$ cat src/rtl/etl_pkg.sv
`timescale 1ns / 1ps
// ----------------------------------------------------------------------------
// etl_pkg: shared types and constants of the expression token lexer
// Request and result records, the bundle of results one character makes,
// character codes, token kinds, error codes and sizing constants.
// ----------------------------------------------------------------------------
package etl_pkg;

    // sizing
    localparam int MAX_TOKEN_LENGTH = 8191;
    localparam int DEPTH_BITS       = 16;
    localparam int LEN_W            = $clog2(MAX_TOKEN_LENGTH + 1);
    localparam int TOKEN_LEN_W      = 13;
    localparam int MAX_RESULTS      = 4;
    localparam int SUB_W            = $clog2(MAX_RESULTS);
    localparam int CNT_W            = SUB_W + 1;
    localparam int QUEUE_DEPTH      = 4;
    localparam int QPTR_W           = $clog2(QUEUE_DEPTH);

    // record kinds
    localparam logic [1:0] REC_CHAR     = 2'd0;
    localparam logic [1:0] REC_COMPLETE = 2'd1;
    localparam logic [1:0] REC_ERROR    = 2'd2;

    // token kinds
    localparam logic [3:0] TK_FUNCTION = 4'd0;
    localparam logic [3:0] TK_VARIABLE = 4'd1;
    localparam logic [3:0] TK_INTEGER  = 4'd2;
    localparam logic [3:0] TK_FLOAT    = 4'd3;
    localparam logic [3:0] TK_STRING   = 4'd4;
    localparam logic [3:0] TK_BRACKET  = 4'd5;
    localparam logic [3:0] TK_ASSIGN   = 4'd6;
    localparam logic [3:0] TK_OPERATOR = 4'd7;
    localparam logic [3:0] TK_COMMA    = 4'd8;
    localparam logic [3:0] TK_END_STMT = 4'd9;

    // error codes
    localparam logic [2:0] ERR_EXTRA_POINT   = 3'd0;
    localparam logic [2:0] ERR_STRAY_CLOSE   = 3'd1;
    localparam logic [2:0] ERR_INVALID_CHAR  = 3'd2;
    localparam logic [2:0] ERR_UNCLOSED      = 3'd3;
    localparam logic [2:0] ERR_TOKEN_TOO_LONG = 3'd4;

    // character codes
    localparam logic [7:0] CH_SPACE      = 8'h20;
    localparam logic [7:0] CH_QUOTE      = 8'h22;
    localparam logic [7:0] CH_OPEN       = 8'h28;
    localparam logic [7:0] CH_CLOSE      = 8'h29;
    localparam logic [7:0] CH_STAR       = 8'h2A;
    localparam logic [7:0] CH_PLUS       = 8'h2B;
    localparam logic [7:0] CH_COMMA      = 8'h2C;
    localparam logic [7:0] CH_MINUS      = 8'h2D;
    localparam logic [7:0] CH_POINT      = 8'h2E;
    localparam logic [7:0] CH_DIGIT_LO   = 8'h30;
    localparam logic [7:0] CH_DIGIT_HI   = 8'h39;
    localparam logic [7:0] CH_SEMI       = 8'h3B;
    localparam logic [7:0] CH_EQUAL      = 8'h3D;
    localparam logic [7:0] CH_UPPER_LO   = 8'h41;
    localparam logic [7:0] CH_UPPER_HI   = 8'h5A;
    localparam logic [7:0] CH_BACKSLASH  = 8'h5C;
    localparam logic [7:0] CH_UNDERSCORE = 8'h5F;
    localparam logic [7:0] CH_LOWER_LO   = 8'h61;
    localparam logic [7:0] CH_LOWER_HI   = 8'h7A;

    typedef struct packed {
        logic [7:0] char_value;
        logic       line_end;
    } t_lex_in;

    typedef struct packed {
        logic [1:0]             record_kind;
        logic [7:0]             out_char;
        logic [3:0]             token_kind;
        logic [TOKEN_LEN_W-1:0] token_length;
        logic [2:0]             error_code;
        logic                   run_last;
    } t_lex_out;

    // all results of one character, oldest in slot 0
    typedef struct packed {
        logic [CNT_W-1:0]                count;
        t_lex_out [MAX_RESULTS-1:0]      recs;
    } t_bundle;

endpackage

$ cat src/rtl/etl_front.sv
`timescale 1ns / 1ps
// ----------------------------------------------------------------------------
// etl_front: character classifier and lexer state
// Takes one character per cycle while i_accept is high, advances the lexer
// mode, length and bracket depth; its results go to the queue as a bundle.
// ----------------------------------------------------------------------------
module etl_front (
    input  logic             i_clk,
    input  logic             i_rst_n,
    input  logic             i_accept,
    input  etl_pkg::t_lex_in i_req,
    output logic             o_push,
    output etl_pkg::t_bundle o_bundle
);
    import etl_pkg::*;

    localparam logic [2:0] MODE_IDLE   = 3'd0;
    localparam logic [2:0] MODE_IDENT  = 3'd1;
    localparam logic [2:0] MODE_NUMBER = 3'd2;
    localparam logic [2:0] MODE_STRING = 3'd3;
    localparam logic [2:0] MODE_HALTED = 3'd4;

    logic [2:0]            r_mode, n_mode;
    logic                  r_dec, n_dec;
    logic [LEN_W-1:0]      r_len, n_len;
    logic [DEPTH_BITS-1:0] r_depth, n_depth;

    function automatic t_lex_out mk_rec(logic [1:0] kind, logic [7:0] ch,
                                        logic [3:0] tk, logic [LEN_W-1:0] len,
                                        logic [2:0] err);
        t_lex_out r;
        r.record_kind  = kind;
        r.out_char     = ch;
        r.token_kind   = tk;
        r.token_length = TOKEN_LEN_W'(len);
        r.error_code   = err;
        r.run_last     = 1'b0;
        return r;
    endfunction

    // classify the character and build its results in order
    always_comb begin
        logic [7:0]                 c;
        logic                       is_alpha;
        logic                       is_digit;
        logic                       do_idle;
        logic                       do_add;
        logic [CNT_W-1:0]           cnt;
        t_lex_out [MAX_RESULTS-1:0] recs;

        c        = i_req.char_value;
        is_alpha = (c >= CH_UPPER_LO && c <= CH_UPPER_HI) ||
                   (c >= CH_LOWER_LO && c <= CH_LOWER_HI);
        is_digit = (c >= CH_DIGIT_LO && c <= CH_DIGIT_HI);
        do_idle  = 1'b0;
        do_add   = 1'b0;
        cnt      = '0;
        recs     = '0;
        n_mode   = r_mode;
        n_dec    = r_dec;
        n_len    = r_len;
        n_depth  = r_depth;

        // mode-specific handling
        unique case (r_mode)
            MODE_IDENT: begin
                if (is_alpha || is_digit || c == CH_UNDERSCORE || c == CH_MINUS) begin
                    do_add = 1'b1;
                end else begin
                    recs[cnt[SUB_W-1:0]] = mk_rec(REC_COMPLETE, '0,
                        (c == CH_OPEN) ? TK_FUNCTION : TK_VARIABLE, n_len, '0);
                    cnt     = cnt + 1'b1;
                    n_len   = '0;
                    n_dec   = 1'b0;
                    n_mode  = MODE_IDLE;
                    do_idle = 1'b1;
                end
            end
            MODE_NUMBER: begin
                if (is_digit) begin
                    do_add = 1'b1;
                end else if (c == CH_POINT) begin
                    if (n_dec) begin
                        recs[cnt[SUB_W-1:0]] = mk_rec(REC_ERROR, '0, '0, '0,
                                                      ERR_EXTRA_POINT);
                        cnt    = cnt + 1'b1;
                        n_mode = MODE_HALTED;
                    end else begin
                        n_dec  = 1'b1;
                        do_add = 1'b1;
                    end
                end else begin
                    recs[cnt[SUB_W-1:0]] = mk_rec(REC_COMPLETE, '0,
                        n_dec ? TK_FLOAT : TK_INTEGER, n_len, '0);
                    cnt     = cnt + 1'b1;
                    n_len   = '0;
                    n_dec   = 1'b0;
                    n_mode  = MODE_IDLE;
                    do_idle = 1'b1;
                end
            end
            MODE_STRING: begin
                if (c == CH_QUOTE) begin
                    recs[cnt[SUB_W-1:0]] = mk_rec(REC_COMPLETE, '0, TK_STRING,
                                                  n_len, '0);
                    cnt    = cnt + 1'b1;
                    n_len  = '0;
                    n_dec  = 1'b0;
                    n_mode = MODE_IDLE;
                end else begin
                    do_add = 1'b1;
                end
            end
            MODE_IDLE: begin
                do_idle = 1'b1;
            end
            default: begin
            end
        endcase

        // idle dispatch: start a token, emit a one-char token or an error
        if (do_idle) begin
            priority if (c == CH_SPACE) begin
            end else if (is_alpha) begin
                n_mode = MODE_IDENT;
                n_len  = '0;
                do_add = 1'b1;
            end else if (is_digit) begin
                n_mode = MODE_NUMBER;
                n_dec  = 1'b0;
                n_len  = '0;
                do_add = 1'b1;
            end else if (c == CH_QUOTE) begin
                n_mode = MODE_STRING;
                n_len  = '0;
            end else if (c == CH_CLOSE && n_depth == '0) begin
                recs[cnt[SUB_W-1:0]] = mk_rec(REC_ERROR, '0, '0, '0, ERR_STRAY_CLOSE);
                cnt    = cnt + 1'b1;
                n_mode = MODE_HALTED;
            end else if (c == CH_OPEN || c == CH_CLOSE || c == CH_EQUAL ||
                         c == CH_PLUS || c == CH_MINUS || c == CH_STAR ||
                         c == CH_BACKSLASH || c == CH_COMMA || c == CH_SEMI) begin
                recs[cnt[SUB_W-1:0]] = mk_rec(REC_CHAR, c, '0, '0, '0);
                cnt = cnt + 1'b1;
                priority if (c == CH_OPEN || c == CH_CLOSE) begin
                    recs[cnt[SUB_W-1:0]] = mk_rec(REC_COMPLETE, '0, TK_BRACKET,
                                                  LEN_W'(1), '0);
                end else if (c == CH_EQUAL) begin
                    recs[cnt[SUB_W-1:0]] = mk_rec(REC_COMPLETE, '0, TK_ASSIGN,
                                                  LEN_W'(1), '0);
                end else if (c == CH_COMMA) begin
                    recs[cnt[SUB_W-1:0]] = mk_rec(REC_COMPLETE, '0, TK_COMMA,
                                                  LEN_W'(1), '0);
                end else if (c == CH_SEMI) begin
                    recs[cnt[SUB_W-1:0]] = mk_rec(REC_COMPLETE, '0, TK_END_STMT,
                                                  LEN_W'(1), '0);
                end else begin
                    recs[cnt[SUB_W-1:0]] = mk_rec(REC_COMPLETE, '0, TK_OPERATOR,
                                                  LEN_W'(1), '0);
                end
                cnt = cnt + 1'b1;
                // depth saturates going up
                if (c == CH_OPEN && n_depth != '1) begin
                    n_depth = n_depth + 1'b1;
                end else if (c == CH_CLOSE) begin
                    n_depth = n_depth - 1'b1;
                end
            end else begin
                recs[cnt[SUB_W-1:0]] = mk_rec(REC_ERROR, '0, '0, '0, ERR_INVALID_CHAR);
                cnt    = cnt + 1'b1;
                n_mode = MODE_HALTED;
            end
        end

        // append a character to the open token, length checked
        if (do_add) begin
            if (n_len >= LEN_W'(MAX_TOKEN_LENGTH)) begin
                recs[cnt[SUB_W-1:0]] = mk_rec(REC_ERROR, '0, '0, '0,
                                              ERR_TOKEN_TOO_LONG);
                cnt    = cnt + 1'b1;
                n_mode = MODE_HALTED;
            end else begin
                recs[cnt[SUB_W-1:0]] = mk_rec(REC_CHAR, c, '0, '0, '0);
                cnt   = cnt + 1'b1;
                n_len = n_len + 1'b1;
            end
        end

        // line end: close the open token, check brackets, clear state
        if (i_req.line_end) begin
            if (n_mode == MODE_IDENT || n_mode == MODE_NUMBER ||
                n_mode == MODE_STRING) begin
                recs[cnt[SUB_W-1:0]] = mk_rec(REC_COMPLETE, '0,
                    (n_mode == MODE_IDENT)  ? TK_VARIABLE :
                    (n_mode == MODE_STRING) ? TK_STRING   :
                    n_dec                   ? TK_FLOAT    : TK_INTEGER,
                    n_len, '0);
                cnt    = cnt + 1'b1;
                n_mode = MODE_IDLE;
            end
            if (n_mode != MODE_HALTED && n_depth != '0) begin
                recs[cnt[SUB_W-1:0]] = mk_rec(REC_ERROR, '0, '0, '0, ERR_UNCLOSED);
                cnt = cnt + 1'b1;
            end
            n_mode  = MODE_IDLE;
            n_dec   = 1'b0;
            n_len   = '0;
            n_depth = '0;
        end

        // mark the last result of this character
        for (int i = 0; i < MAX_RESULTS; i++) begin
            recs[i].run_last = (CNT_W'(i) == cnt - 1'b1);
        end

        o_bundle.count = cnt;
        o_bundle.recs  = recs;
        o_push         = i_accept && (cnt != '0);
    end

    // lexer state
    always_ff @(posedge i_clk) begin
        if (!i_rst_n) begin
            r_mode  <= MODE_IDLE;
            r_dec   <= 1'b0;
            r_len   <= '0;
            r_depth <= '0;
        end else if (i_accept) begin
            r_mode  <= n_mode;
            r_dec   <= n_dec;
            r_len   <= n_len;
            r_depth <= n_depth;
        end
    end

`ifndef SYNTHESIS
    // a line end always leaves a clean idle lexer
    a_line_end_clears: assert property (@(posedge i_clk) disable iff (!i_rst_n)
        i_accept && i_req.line_end |=> r_mode == MODE_IDLE && r_depth == '0 &&
                                       r_len == '0 && !r_dec)
        else $error("lexer state not cleared after line end");
    // a pushed bundle never exceeds the slot count
    a_bundle_count: assert property (@(posedge i_clk) disable iff (!i_rst_n)
        o_push |-> o_bundle.count <= CNT_W'(MAX_RESULTS))
        else $error("bundle holds too many results");
`endif

endmodule

$ cat src/rtl/etl_queue.sv
`timescale 1ns / 1ps
// ----------------------------------------------------------------------------
// etl_queue: bundle queue between front and back
// Small register queue of result bundles; lets the classifier keep taking
// characters while the back end drains multi-result characters.
// ----------------------------------------------------------------------------
module etl_queue (
    input  logic             i_clk,
    input  logic             i_rst_n,
    input  logic             i_push,
    input  etl_pkg::t_bundle i_bundle,
    output logic             o_full,
    input  logic             i_pop,
    output logic             o_valid,
    output etl_pkg::t_bundle o_bundle
);
    import etl_pkg::*;

    t_bundle           r_mem [QUEUE_DEPTH];
    logic [QPTR_W-1:0] r_wr_ptr;
    logic [QPTR_W-1:0] r_rd_ptr;
    logic [QPTR_W:0]   r_count;

    assign o_full   = (r_count == (QPTR_W + 1)'(QUEUE_DEPTH));
    assign o_valid  = (r_count != '0);
    assign o_bundle = r_mem[r_rd_ptr];

    // storage
    always_ff @(posedge i_clk) begin
        if (i_push) begin
            r_mem[r_wr_ptr] <= i_bundle;
        end
    end

    // pointers and fill level
    always_ff @(posedge i_clk) begin
        if (!i_rst_n) begin
            r_wr_ptr <= '0;
            r_rd_ptr <= '0;
            r_count  <= '0;
        end else begin
            if (i_push) begin
                r_wr_ptr <= r_wr_ptr + 1'b1;
            end
            if (i_pop) begin
                r_rd_ptr <= r_rd_ptr + 1'b1;
            end
            r_count <= r_count + (QPTR_W + 1)'(i_push) - (QPTR_W + 1)'(i_pop);
        end
    end

`ifndef SYNTHESIS
    // no push into a full queue, no pop from an empty one
    a_no_overflow: assert property (@(posedge i_clk) disable iff (!i_rst_n)
        o_full |-> !i_push)
        else $error("push into full bundle queue");
    a_no_underflow: assert property (@(posedge i_clk) disable iff (!i_rst_n)
        i_pop |-> o_valid)
        else $error("pop from empty bundle queue");
`endif

endmodule

$ cat src/rtl/etl_back.sv
`timescale 1ns / 1ps
// ----------------------------------------------------------------------------
// etl_back: result serializer and output register
// Walks the head bundle into the output register one result per cycle while
// it is empty or popped, and retires the bundle after its last result.
// ----------------------------------------------------------------------------
module etl_back (
    input  logic              i_clk,
    input  logic              i_rst_n,
    input  logic              i_q_valid,
    input  etl_pkg::t_bundle  i_q_bundle,
    output logic              o_q_pop,
    input  logic              i_pop,
    output logic              o_empty,
    output etl_pkg::t_lex_out o_data
);
    import etl_pkg::*;

    logic             r_valid;
    t_lex_out         r_out;
    logic [SUB_W-1:0] r_sub;
    logic             load;
    logic             last_sub;

    assign load     = i_q_valid && (!r_valid || i_pop);
    assign last_sub = ({1'b0, r_sub} == i_q_bundle.count - 1'b1);
    assign o_q_pop  = load && last_sub;
    assign o_empty  = !r_valid;
    assign o_data   = r_out;

    // output register payload
    always_ff @(posedge i_clk) begin
        if (load) begin
            r_out <= i_q_bundle.recs[r_sub];
        end
    end

    // output valid and slot index within the head bundle
    always_ff @(posedge i_clk) begin
        if (!i_rst_n) begin
            r_valid <= 1'b0;
            r_sub   <= '0;
        end else begin
            if (load) begin
                r_valid <= 1'b1;
                r_sub   <= last_sub ? '0 : r_sub + 1'b1;
            end else if (i_pop) begin
                r_valid <= 1'b0;
            end
        end
    end

`ifndef SYNTHESIS
    // slot index stays inside the head bundle
    a_sub_in_range: assert property (@(posedge i_clk) disable iff (!i_rst_n)
        i_q_valid |-> {1'b0, r_sub} < i_q_bundle.count)
        else $error("result slot index beyond bundle");
`endif

endmodule

$ cat src/rtl/expression_token_lexer.sv
`timescale 1ns / 1ps
// ----------------------------------------------------------------------------
// expression_token_lexer: streaming expression lexer
// One character per request in, token characters, token-complete records
// and errors out, each channel handled as a queue.
// ----------------------------------------------------------------------------
// Usage:
//   Input: drive i_data (character and line-end mark) with push; a request
//   is taken at a clock edge with push high and full low.
//   Output: while empty is low the oldest result is on o_data; pop takes it.
//   A character makes zero to four results; run_last marks its final one.
// Timing:
//   The classifier takes one character per cycle while full is low. Results
//   reach o_data through the bundle queue and the output register. With pop
//   held high the back end delivers one result per cycle, so sustained rate
//   is one character per cycle while characters average at most one result;
//   a four-entry bundle queue absorbs characters that make several.
// Stall and reset:
//   With pop held low results back up into the queue and full rises; no
//   request or result is lost. Synchronous reset (i_rst_n low) empties the
//   queue and output register and returns the lexer to idle at depth zero.
// ----------------------------------------------------------------------------
module expression_token_lexer (
    input  logic              i_clk,
    input  logic              i_rst_n,
    input  logic              push,
    output logic              full,
    input  etl_pkg::t_lex_in  i_data,
    output logic              empty,
    input  logic              pop,
    output etl_pkg::t_lex_out o_data
);
    import etl_pkg::*;

    logic    accept;
    logic    q_push;
    logic    q_pop;
    logic    q_valid;
    t_bundle f_bundle;
    t_bundle q_bundle;

    assign accept = push && !full;

    // classifier and lexer state
    etl_front u_front (
        .i_clk    (i_clk),
        .i_rst_n  (i_rst_n),
        .i_accept (accept),
        .i_req    (i_data),
        .o_push   (q_push),
        .o_bundle (f_bundle)
    );

    // bundle queue
    etl_queue u_queue (
        .i_clk    (i_clk),
        .i_rst_n  (i_rst_n),
        .i_push   (q_push),
        .i_bundle (f_bundle),
        .o_full   (full),
        .i_pop    (q_pop),
        .o_valid  (q_valid),
        .o_bundle (q_bundle)
    );

    // serializer and output register
    etl_back u_back (
        .i_clk      (i_clk),
        .i_rst_n    (i_rst_n),
        .i_q_valid  (q_valid),
        .i_q_bundle (q_bundle),
        .o_q_pop    (q_pop),
        .i_pop      (pop),
        .o_empty    (empty),
        .o_data     (o_data)
    );

endmodule

$ cat config.mk
export PLATFORM = sky130hd
export DESIGN_NAME = expression_token_lexer
export DESIGN_NICKNAME = d
export VERILOG_FILES = /design/src/rtl/etl_pkg.sv /design/src/rtl/etl_front.sv /design/src/rtl/etl_queue.sv /design/src/rtl/etl_back.sv /design/src/rtl/expression_token_lexer.sv
export SDC_FILE = /design/constraint.sdc
export NUM_CORES = 1
export LEC_CHECK = 0
export BUFFER_PORTS_ARGS = -buffer_cell sky130_fd_sc_hd__buf_4
export CAP_MARGIN = 20
export CORE_MARGIN = 1
export CORE_UTILIZATION = 25
export DETAILED_ROUTE_END_ITERATION = 8
export SLEW_MARGIN = 10
export SYNTH_ARGS = -nofsm -noshare
export SYNTH_HDL_FRONTEND = slang
export SYNTH_SLANG_ARGS = --single-unit
$ cat constraint.sdc
create_clock -name i_clk -period 13.3 [get_ports i_clk]
set_input_delay 3.325 -clock i_clk [delete_from_list [all_inputs] [get_ports i_clk]]
set_output_delay 3.325 -clock i_clk [all_outputs]
set_load 0.05 [all_outputs]
==> impl_metrics.prom, run 1 <==
# TYPE chip_impl_metric gauge
chip_impl_metric{name="min_setup_slack_post_route",unit="ns"} 2.66
chip_impl_info{name="critPathLaunchType",value="input port"} 1
chip_impl_metric{name="ys_types",unit=""} 92
chip_impl_metric{name="cts_h_tree_depth",unit=""} 2
chip_impl_info{name="synth_top_cells_by_area",value="sky130_fd_sc_hd__edfxtp_1 62%, sky130_fd_sc_hd__mux4_2 13%, sky130_fd_sc_hd__dfxtp_1 3.5%"} 1
chip_impl_info{name="grt_setup_unrepaired",value="no"} 1
chip_impl_metric{name="p_clk_frac",unit=""} 0.328
chip_impl_metric{name="routedWlPerCell",unit="microns"} 21.8
chip_impl_metric{name="max_stage_delay",unit="ns"} 0.93
chip_impl_metric{name="async_reset_ff_frac",unit=""} 0
chip_impl_metric{name="critical_path_arrival",unit="ns"} 10.93
chip_impl_metric{name="tightestPinTransition",unit="ns"} 1.11
chip_impl_metric{name="drc",unit=""} 0
chip_impl_metric{name="timing.setup.tns",unit="ns"} 0
chip_impl_metric{name="synth-seq-cells",unit=""} 568
chip_impl_metric{name="synth-edff-count",unit=""} 523
chip_impl_metric{name="timing.max_cap.violations",unit=""} 0
chip_impl_metric{name="cts-buffers-inserted",unit=""} 56
chip_impl_metric{name="synthCells",unit=""} 1623
chip_impl_info{name="cts_tree",value="done"} 1
chip_impl_metric{name="critPathRequiredTime",unit="ns"} 13.59
chip_impl_metric{name="final-max-slew-violation-count",unit=""} 0
chip_impl_metric{name="nets",unit=""} 1689
chip_impl_metric{name="syn_nets",unit=""} 1665
chip_impl_metric{name="critical_path.max_fanout",unit=""} 62
chip_impl_metric{name="antenna_violating_nets_post_route",unit=""} 0
chip_impl_metric{name="timing_hold_violations_final",unit=""} 0
chip_impl_metric{name="global_route.usage.total",unit=""} 0.127
chip_impl_metric{name="ys.warnings.count",unit=""} 0
chip_impl_metric{name="max_clock_freq",unit="MHz"} 94.0
chip_impl_metric{name="final_setup_violation_count",unit=""} 0
chip_impl_metric{name="core",unit="sq um"} 101000
chip_impl_metric{name="drtIter0Drc",unit=""} 1735
chip_impl_metric{name="internal-power",unit="mW"} 3.57
chip_impl_info{name="dominant_synthesized_flop_cell",value="sky130_fd_sc_hd__edfxtp_1"} 1
chip_impl_metric{name="power_frac_comb",unit=""} 0.219
chip_impl_metric{name="number_of_antenna_violations_at_the_first_check_in_global_routing",unit=""} 1
chip_impl_metric{name="finalWorstPathRequiredPeriod",unit="ns"} 10.64
chip_impl_metric{name="vias_per_cell",unit=""} 4.95
chip_impl_metric{name="io_count",unit=""} 46
chip_impl_metric{name="cts_buffer_depth",unit=""} 3
chip_impl_metric{name="netSwitchingPower",unit="mW"} 1.45
chip_impl_metric{name="grt_pass1_wl",unit="mm"} 99.6
chip_impl_metric{name="die_w",unit="microns"} 321
chip_impl_metric{name="dpl_worst_slack",unit="ns"} 2.12
chip_impl_metric{name="num_rows",unit=""} 116
chip_impl_metric{name="worst_voltage_drop_across_the_vdd_grid",unit="uV"} 97.1
chip_impl_metric{name="antenna_cells",unit=""} 0
chip_impl_info{name="worst-setup-path-type",value="in -> reg"} 1
chip_impl_metric{name="die_area",unit="sq um"} 103000
chip_impl_metric{name="clkLatencyLatePin",unit="ns"} 0.63
chip_impl_info{name="cts_root_cell",value="sky130_fd_sc_hd__clkbuf_16"} 1
chip_impl_info{name="critPathMostFrequentCell",value="sky130_fd_sc_hd__ha_1"} 1
chip_impl_metric{name="globalRouteOverflowTotal",unit=""} 0
chip_impl_metric{name="first_pass_iters",unit=""} 5
chip_impl_metric{name="synth.avg_cell_area",unit="sq um"} 15.7
chip_impl_metric{name="post_route_cells_drive_above_1_share",unit=""} 0.210
chip_impl_metric{name="cts-hold-fix-buffers",unit=""} 0
chip_impl_metric{name="gpl.final_weighted_congestion",unit=""} 0.878
chip_impl_metric{name="critical_path_buf_inv_count",unit=""} 3
chip_impl_metric{name="synthesis.area",unit="sq um"} 25500
chip_impl_metric{name="clock-sinks",unit=""} 568
chip_impl_metric{name="synth.yosys.seq_area_share",unit=""} 0.652
chip_impl_info{name="hold_path.class",value="reg -> reg"} 1
chip_impl_metric{name="chipHeight",unit="microns"} 321
chip_impl_metric{name="r2r_slack",unit="ns"} 4.97
chip_impl_metric{name="cts_setup_buffers",unit=""} 0
chip_impl_metric{name="swShare",unit=""} 0.289
chip_impl_metric{name="power.density",unit="nW/um^2"} 172
chip_impl_info{name="critPathSlowestCell",value="sky130_fd_sc_hd__and2_4"} 1
chip_impl_info{name="timing.critical_path.to_type",value="flop"} 1
chip_impl_metric{name="crit_share_post_route",unit=""} 0.800
chip_impl_metric{name="dp.final_hpwl",unit="mm"} 42.7
chip_impl_metric{name="clkTransAtPathRegs",unit="ns"} 0.08
chip_impl_metric{name="maxSlewHeadroom",unit=""} 0.263
chip_impl_metric{name="post-synth-top-area-fraction",unit=""} 0.617
chip_impl_metric{name="placement.cell_area",unit="sq um"} 27300
chip_impl_info{name="path_delay_family",value="simple AND/OR/NAND/NOR gates"} 1
chip_impl_metric{name="grt_pass1_vias",unit=""} 15272
chip_impl_metric{name="initial_utilization",unit=""} 0.253
chip_impl_metric{name="number_of_port_buffers",unit=""} 45
chip_impl_metric{name="clock_skew",unit="ns"} 0.0244
chip_impl_metric{name="p_seq_frac",unit=""} 0.454
chip_impl_metric{name="power.leakage",unit="nW"} 9.21
chip_impl_metric{name="area.growth.synth_to_final",unit="%"} 14.9
chip_impl_metric{name="total_number_of_vias",unit=""} 15105
chip_impl_info{name="outcome",value="finished clean"} 1
chip_impl_metric{name="cts-resized-gates",unit=""} 0
chip_impl_info{name="yosysTopAreaCell",value="sky130_fd_sc_hd__edfxtp_1"} 1
chip_impl_metric{name="fin_area",unit="sq um"} 29300
chip_impl_metric{name="totalWireLength",unit="mm"} 66.4
chip_impl_metric{name="pin_count_of_the_biggest_net_entering_global_routing",unit=""} 68
[Yosys cell counts, types with 28 or more instances]
cell,n
sky130_fd_sc_hd__nand2_1,74
sky130_fd_sc_hd__ha_1,28
sky130_fd_sc_hd__o21ai_0,54
sky130_fd_sc_hd__inv_1,43
sky130_fd_sc_hd__nor3_1,42
sky130_fd_sc_hd__clkbuf_1,61
sky130_fd_sc_hd__mux4_2,151
sky130_fd_sc_hd__edfxtp_1,523
sky130_fd_sc_hd__nor2_1,105
sky130_fd_sc_hd__dfxtp_1,45
sky130_fd_sc_hd__and2_1,32
sky130_fd_sc_hd__nand3_1,45
sky130_fd_sc_hd__a21oi_1,32
[sequential cells by signal, summed over array words and instances (netlist names), named ones only]
name	flops
u_front.r_mode	3
u_queue.r_mem	492
u_queue.r_wr_ptr	2
u_front.r_dec	1
u_back.r_sub	2
u_queue.r_count	3
u_front.r_len	13
u_back.r_valid	1
u_back.o_data	31
u_front.r_depth	16
u_queue.r_rd_ptr	2
[per-stage QoR]
step	hold WS (ns)	power [mW]	instances	utilization
2_1_floorplan	0.490	3.08	1623	-
3_3_place_gp	0.516	3.44	2944	0.272
3_5_place_dp	0.545	3.46	2945	0.272
4_1_cts	0.555	5.10	3050	0.291
5_1_grt	0.570	5.23	3051	0.291
6_report	0.568	5.02	3051	0.291
[logic make-up (layout without fill, tap and decap cells)]
logic type	after synthesis	count (layout)	share of synthesized area
muxes	157	157	0.136
and+or+nand+nor	453	453	0.0944
buffers and inverters	147	218	0.0240
xor gates and xnor gates	26	26	0.00894
AOI/OAI and AO/OA	243	243	0.0700
DFF	568	568	0.652
adders and majority gates	29	29	0.0145
[worst min-delay path, stage by stage, from the launching register on]
cell and delay (ns):
sky130_fd_sc_hd__dfxtp_1 0.35, sky130_fd_sc_hd__o21ai_0 0.09, sky130_fd_sc_hd__a21boi_0 0.09
[final timing paths]
path                  startpoint              endpoint  cells after the start
min reg2reg  u_queue.r_wr_ptr[1]   u_queue.r_wr_ptr[1]                      2
max reg2reg    u_front.r_mode[1]  u_queue.r_mem[1][66]                     24
max                    i_data[2]  u_queue.r_mem[1][66]                     26
min          u_queue.r_wr_ptr[1]   u_queue.r_wr_ptr[1]                      2
[per-layer routing]
layer / up-vias / part of all wire / global-route usage
met4: 0 / 0.026 / 0.0403
met5: - / 0 / 0
met2: 591 / 0.48 / 0.207
met1: 7822 / 0.43 / 0.174
li1: 6565 / - / -
met3: 127 / 0.066 / 0.0212
[power by group through the flow]
| stage | clock network, mW | registers [mW] | logic (mW) |
|---|---|---|---|
| after detailed placement | 0 | 2.33 | 1.13 |
| final | 1.64 | 2.28 | 1.10 |
| after floorplan | 0 | 2.47 | 0.614 |
| after global routing | 1.74 | 2.30 | 1.18 |
| after CTS | 1.68 | 2.29 | 1.14 |
| after global placement | 0 | 2.32 | 1.12 |
[layout make-up]
type                       count  area (sq um)
inverter                      44           165
timing repair buffer          69           588
clock buffer                  75          1520
tap                         1357          1700
fill                        9896         71300
sequential                   568         16600
multi-input combinational    908          8280
clock inverter                30           384
[placed cells by master, fill, tap and decap left out, drive strengths merged, types with 8 or more instances in the layout]
cell	n
buf	69
a21boi	19
mux4	151
or2	13
a21o	8
ha	28
and3	17
xor2	10
nand3	45
nand2	74
or3	15
nor2b	11
nor4	25
dfxtp	45
inv	48
a21oi	33
and2	32
o211ai	12
a22oi	8
xnor2	16
nand4	25
o21ai	58
a2bb2o	9
and4	14
a211oi	9
edfxtp	523
o21a	9
clkbuf	75
nor3	44
nor2	106
clkinv	16
No activity file was read; power rests on OpenSTA's default activity.
==> inputs of run 2 (changes only) <==
- clock period: 13.3 -> 8.88 ns (I/O delays scaled with it)
==> impl_metrics.prom, run 2 (same netlist as run 1, synthesis figures left out) <==
# TYPE chip_impl_metric gauge
chip_impl_info{name="timing.rr.start",value="u_front.r_mode[1]"} 1
chip_impl_metric{name="timing_hold_violations_final",unit=""} 0
chip_impl_metric{name="critical_path.max_fanout",unit=""} 36
chip_impl_metric{name="drc",unit=""} 0
chip_impl_metric{name="first_pass_iters",unit=""} 5
chip_impl_metric{name="number_of_antenna_violations_at_the_first_check_in_global_routing",unit=""} 0
chip_impl_metric{name="maxSlewHeadroom",unit=""} 0.199
chip_impl_metric{name="number_of_port_buffers",unit=""} 45
chip_impl_info{name="timing.hold.worst_endpoint",value="u_queue.r_wr_ptr[1]"} 1
chip_impl_metric{name="area.growth.synth_to_final",unit="%"} 16.0
chip_impl_metric{name="vias_per_cell",unit=""} 4.86
chip_impl_info{name="cts_tree",value="done"} 1
chip_impl_metric{name="pin_count_of_the_biggest_net_entering_global_routing",unit=""} 122
chip_impl_metric{name="antenna_cells",unit=""} 0
chip_impl_metric{name="clock-sinks",unit=""} 568
chip_impl_metric{name="global_route.usage.total",unit=""} 0.126
chip_impl_metric{name="routed_met2_length",unit="mm"} 32.3
chip_impl_metric{name="antenna_violating_nets_post_route",unit=""} 0
chip_impl_info{name="worst-setup-path-type",value="in -> reg"} 1
chip_impl_info{name="path_delay_family",value="simple AND/OR/NAND/NOR gates"} 1
chip_impl_metric{name="final-instance-count-excl-fill",unit=""} 3076
chip_impl_metric{name="max_clock_freq",unit="MHz"} 122
chip_impl_metric{name="die_area",unit="sq um"} 103000
chip_impl_info{name="timing.critical_path.to_type",value="flop"} 1
chip_impl_metric{name="num_rows",unit=""} 116
chip_impl_metric{name="gpl.final_weighted_congestion",unit=""} 0.913
chip_impl_metric{name="power.density",unit="nW/um^2"} 258
chip_impl_info{name="max_flop_register",value="u_queue.r_mem"} 1
chip_impl_info{name="hold_path.class",value="reg -> reg"} 1
chip_impl_metric{name="critical_path_arrival",unit="ns"} 8.46
chip_impl_metric{name="initial_utilization",unit=""} 0.253
chip_impl_metric{name="timing.max_cap.violations",unit=""} 0
chip_impl_info{name="top_layer",value="met4"} 1
chip_impl_metric{name="met1_length",unit="mm"} 28.0
chip_impl_metric{name="dp.final_hpwl",unit="mm"} 42.3
chip_impl_info{name="most-common-layout-cells",value="523 x sky130_fd_sc_hd__edfxtp_1, 151 x sky130_fd_sc_hd__mux4_2, 104 x sky130_fd_sc_hd__nor2_1"} 1
chip_impl_metric{name="cts-buffers-inserted",unit=""} 59
chip_impl_metric{name="finalWorstPathRequiredPeriod",unit="ns"} 8.16
chip_impl_metric{name="max_stage_delay",unit="ns"} 0.58
chip_impl_metric{name="final_setup_violation_count",unit=""} 0
chip_impl_metric{name="clock_skew",unit="ns"} 0.0459
chip_impl_metric{name="grt_pass1_vias",unit=""} 15142
chip_impl_metric{name="final-max-slew-violation-count",unit=""} 0
chip_impl_info{name="rr_endpoint",value="u_queue.r_mem[0][31]"} 1
chip_impl_metric{name="critPathRequiredTime",unit="ns"} 9.18
chip_impl_metric{name="die_w",unit="microns"} 321
chip_impl_metric{name="total_number_of_vias",unit=""} 14962
chip_impl_metric{name="dpl_worst_slack",unit="ns"} 0.0244
chip_impl_metric{name="r2r_slack",unit="ns"} 2.11
chip_impl_metric{name="globalRouteOverflowTotal",unit=""} 0
chip_impl_metric{name="core",unit="sq um"} 101000
chip_impl_info{name="layout.cells.most_common",value="sky130_fd_sc_hd__edfxtp_1"} 1
chip_impl_metric{name="placedCellCount",unit=""} 2966
chip_impl_metric{name="met3_wirelength",unit="mm"} 3.61
chip_impl_metric{name="number_of_flip_flops_in_the_largest_register",unit=""} 492
chip_impl_info{name="cts_root_cell",value="sky130_fd_sc_hd__clkbuf_16"} 1
chip_impl_metric{name="grt_pass1_wl",unit="mm"} 98.6
chip_impl_metric{name="worstHoldPathCells",unit=""} 2
chip_impl_metric{name="cts_buffer_depth",unit=""} 3
chip_impl_info{name="critPathLaunchType",value="input port"} 1
chip_impl_metric{name="min_setup_slack_post_route",unit="ns"} 0.715
chip_impl_metric{name="cts-resized-gates",unit=""} 0
chip_impl_metric{name="worstRegToRegCells",unit=""} 25
chip_impl_info{name="min_from",value="u_queue.r_wr_ptr[1]"} 1
chip_impl_info{name="critPathMostFrequentCell",value="sky130_fd_sc_hd__ha_1"} 1
chip_impl_info{name="grt_setup_unrepaired",value="no"} 1
chip_impl_metric{name="totalWireLength",unit="mm"} 65.4
chip_impl_metric{name="cts_h_tree_depth",unit=""} 2
chip_impl_metric{name="clkLatencyLatePin",unit="ns"} 0.65
chip_impl_metric{name="worst_voltage_drop_across_the_vdd_grid",unit="uV"} 181
chip_impl_metric{name="fin_area",unit="sq um"} 29500
chip_impl_info{name="critPathSlowestCell",value="sky130_fd_sc_hd__or4_4"} 1
chip_impl_metric{name="cts_setup_buffers",unit=""} 0
chip_impl_metric{name="tightestPinTransition",unit="ns"} 1.20
chip_impl_info{name="outcome",value="finished clean"} 1
chip_impl_metric{name="critical_path_buf_inv_count",unit=""} 4
chip_impl_metric{name="routedWlPerCell",unit="microns"} 21.3
chip_impl_metric{name="placement.cell_area",unit="sq um"} 27500
chip_impl_metric{name="nets",unit=""} 1712
chip_impl_metric{name="io_count",unit=""} 46
chip_impl_metric{name="crit_share_post_route",unit=""} 0.919
chip_impl_metric{name="clkTransAtPathRegs",unit="ns"} 0.06
chip_impl_metric{name="chipHeight",unit="microns"} 321
chip_impl_metric{name="fillers",unit=""} 9884
chip_impl_metric{name="cts-hold-fix-buffers",unit=""} 0
chip_impl_metric{name="post_route_cells_drive_above_1_share",unit=""} 0.220
chip_impl_metric{name="power.leakage",unit="nW"} 9.37
chip_impl_metric{name="drtIter0Drc",unit=""} 1557
-- run 2: through the flow --
stage | hold slack (ns) | utilization | power, mW | TNS, ns
after CTS | 0.546 | 0.294 | 7.76 | 0
after global placement | 0.519 | 0.274 | 5.17 | 0
after detailed placement | 0.537 | 0.274 | 5.20 | 0
final | 0.534 | 0.294 | 7.64 | 0
after floorplan | 0.490 | - | 4.60 | -172.20
after global routing | 0.598 | 0.294 | 7.95 | 0
-- run 2: worst max-delay path by stage --
stage | startpoint | endpoint | slack [ns] | cells past startpoint
global route | i_data[2] | u_queue.r_mem[0][31] | 0.21 | 27
CTS | i_data[2] | u_queue.r_mem[0][125] | 0.65 | 27
detailed placement | i_data[2] | u_queue.r_mem[0][50] | 0.02 | 27
global placement | i_data[2] | u_queue.r_mem[0][81] | 0.13 | 27
finish | i_data[2] | u_queue.r_mem[0][31] | 0.72 | 27
floorplan | i_data[3] | u_queue.r_mem[0][0] | -0.35 | 25
-- run 2: report_power, final --
| group | switching (mW) | leakage [nW] | internal, mW |
|---|---|---|---|
| logic | 1.05 | 3.13 | 0.663 |
| clock network | 1.05 | 0.978 | 1.50 |
| registers | 0.0896 | 5.26 | 3.29 |
-- run 2: worst register-to-register path, cell delays in order, from the launching register on --
cell and delay, ns:
sky130_fd_sc_hd__dfxtp_1 0.64, sky130_fd_sc_hd__nor3b_1 0.56, sky130_fd_sc_hd__nand3_1 0.27, sky130_fd_sc_hd__o2111ai_1 0.19, sky130_fd_sc_hd__nand2_1 0.12, sky130_fd_sc_hd__ha_1 0.33
sky130_fd_sc_hd__nor4_1 0.06, sky130_fd_sc_hd__mux2_2 0.28, sky130_fd_sc_hd__or2_2 0.33, sky130_fd_sc_hd__inv_1 0.09, sky130_fd_sc_hd__ha_1 0.22, sky130_fd_sc_hd__and2_1 0.13
sky130_fd_sc_hd__a31oi_1 0.40, sky130_fd_sc_hd__ha_1 0.34, sky130_fd_sc_hd__nand2_1 0.07, sky130_fd_sc_hd__o21ai_0 0.16, sky130_fd_sc_hd__ha_1 0.33, sky130_fd_sc_hd__or3_1 0.10
sky130_fd_sc_hd__a21oi_1 0.05, sky130_fd_sc_hd__nor3_1 0.20, sky130_fd_sc_hd__nor3_1 0.09, sky130_fd_sc_hd__ha_1 0.19, sky130_fd_sc_hd__nor2_1 0.15, sky130_fd_sc_hd__buf_4 0.20
sky130_fd_sc_hd__and2_4 0.56, sky130_fd_sc_hd__buf_4 0.39
-- run 2: area by class of cell --
type | count | area [sq um] | share of cell area
Tap cell | 1357 | 1700 | 0.0575
Clock inverter | 32 | 419 | 0.0142
Clock buffer | 78 | 1590 | 0.0537
Timing Repair Buffer | 89 | 781 | 0.0264
Inverter | 44 | 165 | 0.00559
Multi-Input combinational cell | 908 | 8280 | 0.280
Sequential cell | 568 | 16600 | 0.562
-- run 2: routing by layer --
layer / vias up / global-route usage
met2: 514 / 0.212
li1: 6614 / -
met1: 7750 / 0.169
met3: 84 / 0.0173
met5: - / 0
met4: 0 / 0.0357
